--- src/hdl/rwlm_pkg.sv ---
// ----------------------------------------------------------------------------
// rwlm_pkg: shared types and constants of the readers-writer lock manager
// Request and result structs, sizes, status codes and sequencer states.
// ----------------------------------------------------------------------------
package rwlm_pkg;

    localparam int GROUPS      = 8;
    localparam int QUEUE_DEPTH = 16;
    localparam int GW          = (GROUPS > 1) ? $clog2(GROUPS) : 1;
    localparam int QW          = $clog2(QUEUE_DEPTH);
    localparam int FW          = $clog2(QUEUE_DEPTH + 1);
    localparam int TW          = 33;  // kind, thread, round, reply

    localparam logic [2:0] ST_OK        = 3'd0;
    localparam logic [2:0] ST_TBL_FULL  = 3'd1;
    localparam logic [2:0] ST_Q_FULL    = 3'd2;
    localparam logic [2:0] ST_UNKNOWN   = 3'd3;
    localparam logic [2:0] ST_NO_HOLDER = 3'd4;

    typedef struct packed {
        logic        action;
        logic [15:0] group_id;
        logic        kind;
        logic [7:0]  thread_tag;
        logic [15:0] round_tag;
        logic [7:0]  reply_tag;
    } req_t;

    typedef struct packed {
        logic        granted;
        logic [2:0]  status;
        logic [15:0] grant_group;
        logic        grant_kind;
        logic [7:0]  grant_thread;
        logic [15:0] grant_round;
        logic [7:0]  grant_reply;
        logic        last;
    } res_t;

    typedef enum logic [2:0] {
        S_IDLE,
        S_SCAN,
        S_DECIDE,
        S_RDHEAD,
        S_TRY,
        S_PEEK,
        S_LOOK,
        S_OUT
    } state_t;

endpackage

--- src/hdl/rwlm_ticket_ram.sv ---
// ----------------------------------------------------------------------------
// rwlm_ticket_ram: ticket store
// One write port, one read port with registered read data.
// ----------------------------------------------------------------------------
module rwlm_ticket_ram (
    input  logic                                aclk,
    input  logic                                we,
    input  logic [rwlm_pkg::GW+rwlm_pkg::QW-1:0] waddr,
    input  logic [rwlm_pkg::TW-1:0]             wdata,
    input  logic [rwlm_pkg::GW+rwlm_pkg::QW-1:0] raddr,
    output logic [rwlm_pkg::TW-1:0]             rdata
);
    logic [rwlm_pkg::TW-1:0] mem [rwlm_pkg::GROUPS*rwlm_pkg::QUEUE_DEPTH];

    always_ff @(posedge aclk) begin
        if (we) begin
            mem[waddr] <= wdata;
        end
        rdata <= mem[raddr];
    end
endmodule
--- config.mk ---
export PLATFORM = sky130hd
export DESIGN_NAME = rwlm_ticket_ram
export DESIGN_NICKNAME = d
export VERILOG_FILES = /design/src/hdl/rwlm_pkg.sv /design/src/hdl/rwlm_ticket_ram.sv
export SDC_FILE = /design/constraint.sdc
export NUM_CORES = 2
export LEC_CHECK = 0
export BUFFER_PORTS_ARGS = -buffer_cell sky130_fd_sc_hd__buf_2
export CAP_MARGIN = 20
export CORE_UTILIZATION = 45
export DETAILED_ROUTE_END_ITERATION = 16
export PLACE_DENSITY_LB_ADDON = 0.05
export SLEW_MARGIN = 20
export SYNTH_ARGS = -nofsm -noshare
export SYNTH_HDL_FRONTEND = slang
export SYNTH_MEMORY_MAX_BITS = 65536
export SYNTH_SLANG_ARGS = --single-unit
--- constraint.sdc ---
create_clock -name aclk -period 4 [get_ports aclk]
set_input_delay 0.2 -clock aclk [delete_from_list [all_inputs] [get_ports aclk]]
set_output_delay 0.2 -clock aclk [all_outputs]
set_load 0.05 [all_outputs]
==> summary.md <==
| Metric | Value |
|---|---|
| Period utilization | `about two thirds` |
| Commonest cells after routing, fill and taps aside | `edfxtp_1 (4224), mux4_2 (1386), clkbuf_16 (450), buf_4 (298), buf_12 (154)` |
| Syn nets | `between 6000 and 7000` |
| Multiplexer share of the synthesized area | `~20%` |
| Adder and majority gate portion of the synthesized area | `0%` |
| F_max | `around 370 MHz` |
| Final hold viol count | `0` |
| Die width | `around 600 um` |
| Max Used Layer | `met5` |
| Sequential area share after synthesis | `about 79%` |
| Metal-1 WL | `roughly 200000 um` |
| DRT iter0 DRCs | `around 9500` |
| Simple-gate area share of the yosys netlist | `less than 1%` |
| Syn Area/Cell | `approximately 26 sq um` |
| Number of synthesized register bits | `approximately 4300` |
| Failing checks | `design-rule violations` |
| Fraction of layout cells with a size suffix above 1 | `a little under two fifths` |
| Crit start category | `primary input` |
| Vias in the first global route | `around 75000` |
| DR WL met2 | `219000 um` |
| Slew headroom | `19.4%` |
| Reg2reg start | `mem[95][29]` |
| Initial core utilization | `a little under half` |
| # Post-CTS Setup Buffers | `0` |
| Total grt overflow | `0` |
| Register area | `~130000 sq um` |
| Area fraction in compound gates after synthesis | `0%` |
| Clk slew on worst S/H paths | `~0.06 ns` |
| Worst path max stage delay | `approximately 0.7 ns` |
| Total GRT Usage | `25.7%` |
| Cts bufs inserted | `443` |
| Synth warnings | `0` |
| Io pins | `82` |
| Crit path cell chain | `buf_12 > buf_12 > buf_4 > mux4_2 > mux4_2 > mux4_2 > mux2_2` |
| Worst flop-to-flop path endpoint | `rdata[29]` |
| Max Transition Viols Final | `0` |
| CP Class | `in2reg` |
| Clock Tree Buf Depth | `4` |
| Hold Path Origin | `raddr[6]` |
| Drt drc | `12` |
| Layout Nets | `6880` |
| CP top delay family | `multiplexers` |
| Hold Path Stages | `3` |
| RD Place Congestion | `0.800` |
| WL/cell | `about 39 um` |
| Worst Path Buf+Inv | `3` |
| CP max-delay cell | `mux4_2` |
| Crit path arrival time | `between 3 and 4 ns` |
| Setup violators final | `0` |
| ANT nets after route | `0` |
| Fillers | `27400` |
| Die area | `around 360000 sq um` |
| Setup TNS | `0 ns` |
| Rows | `~220` |
| Hold EP | `rdata[24]` |
| Via-per-instance ratio | `a little over 6` |
| Power density over the cells | `510 nW/um^2` |
| Total power draw | `between 0.09 and 0.1 W` |
| Outcome | `complete, but fails checks` |
| Router iterations before antenna repair | `11` |
| Static leakage | `57.5 nW` |
| CP Capture Type | `register` |
| Area taken by multi-input logic gates | `33200 sq um` |
| WL final | `463000 um` |
| Commonest non-fill, non-tap cell in the layout | `edfxtp_1` |
| H-tree depth | `5` |
| Final clock skew | `around 0.04 ns` |
| Type of the worst min-delay path | `in2reg` |
| R2r worst-path depth | `4` |
| Vias | `74200` |
| Cell Area, Synth | `about 160000 sq um` |
| Largest family of logic cells by synthesized area | `multiplexers` |
| Post-synthesis xor/xnor area fraction | `0%` |
| Antenna violations before repair | `just under 80` |
| Routed length on met3 | `approximately 35000 um` |
| Die Y-Extent | `around 600 um` |
| CP most frequent cell | `mux4_2` |
| Final min period | `2.72 ns` |
| Largest net degree at the start of global routing | `roughly 130` |
| Synth cell types | `16` |
| # clock sinks | `roughly 4300` |
| First-pass GRT wire length | `between 600000 and 700000 um` |
| Hpwl dp | `between 200000 and 300000 um` |
| RSZ-0062 raised after global routing | `false` |
| TritonCTS clock tree | `done` |
| PortBufs | `slightly above 80` |
| CP Max Fanout | `34` |
| Reg2reg setup slack | `between 1 and 1.5 ns` |
| Area growth, synth to finish | `16.1%` |
| Required @ worst endpoint | `4.85 ns` |
| Core Region | `between 300000 and 400000 sq um` |
| VDD IR-drop max | `around 0.42 mV` |
| Root buf cell | `clkbuf_16` |
| Max Cap Violations | `0` |
| Slew @ Worst Pin | `between 1 and 1.5 ns` |
| Clock Latency Late Sink | `~0.98 ns` |
| Mapped Cells | `a little over 6000` |
worst max-delay path by stage:
stage	start	endpoint	depth (start not counted)
after detailed placement	raddr[0]	rdata[24]	7
final	raddr[0]	rdata[24]	7
after global placement	raddr[0]	rdata[24]	7
after global routing	raddr[0]	rdata[24]	7
after floorplan	we	mem[98][0]	3
after CTS	mem[95][29]	rdata[29]	4
stage by stage:
step	hold slack (ns)	cell area, sq um	utilization, %	worst slack [ns]	cells
floorplan	0.299	161000	-	0.491	6171
global placement	0.525	172000	48.4	0.265	11100
detailed placement	0.536	172000	48.4	0.293	11100
CTS	0.00297	187000	52.4	1.28	11900
global route	0.0393	187000	52.5	1.23	12000
finish	0.0494	187000	52.5	1.28	12000
kinds of logic after synthesis:
group                  Yosys count
buffers and inverters          325
DFF                           4257
muxes                         1419
and+or+nand+nor                170
Yosys cell counts (all sizes together):
master,count,area share (%)
buf,141,0.41
clkbuf,184,0.43
dfxtp,33,0.41
edfxtp,4224,79
mux2,33,0.23
mux4,1386,19
nand2,14,0.033
nand2b,2,0.0078
nand3,12,0.037
nand4,3,0.012
nor2,122,0.28
nor2b,7,0.027
nor3,9,0.028
or3,1,0.0039
report_power, final:
group          leakage, nW  internal, W  switching [W]
Sequential            38.3       0.0493       0.000206
Combinational         12.3      0.00199        0.00339
Clock                 6.90       0.0234         0.0171
Total                 57.5       0.0746         0.0207
per-layer routing:
layer | vias to the layer above | global-route usage [%]
met2 | 3030 | 40.2
li1 | 28700 | -
met3 | 560 | 3.81
met4 | 20 | 6.85
met1 | 41900 | 38.4
met5 | - | 0
area by class of cell:
type,instances,share of cell area [%]
Sequential cell,4257,68.2
Antenna cell,49,0.0656
Tap cell,4751,3.18
Clock buffer,555,6.30
Timing Repair Buffer,540,3.24
Clock inverter,259,1.26
Multi-Input combinational cell,1589,17.8
worst register-to-register path, delay by kind of cell (launching register included):
kind,cells,cell delay (ns)
muxes,4,2.22
DFF,1,0.37
registers in the layout, indices dropped and copies added, names as in the netlist:
signal	count
mem	4224
rdata	33
what timing repair did:
item                                    CTS  global route
endpoints found under the hold margin  1928             0
resized for setup                         0             0
hold buffers                             37             0
Power figures use the tool's default switching activity.
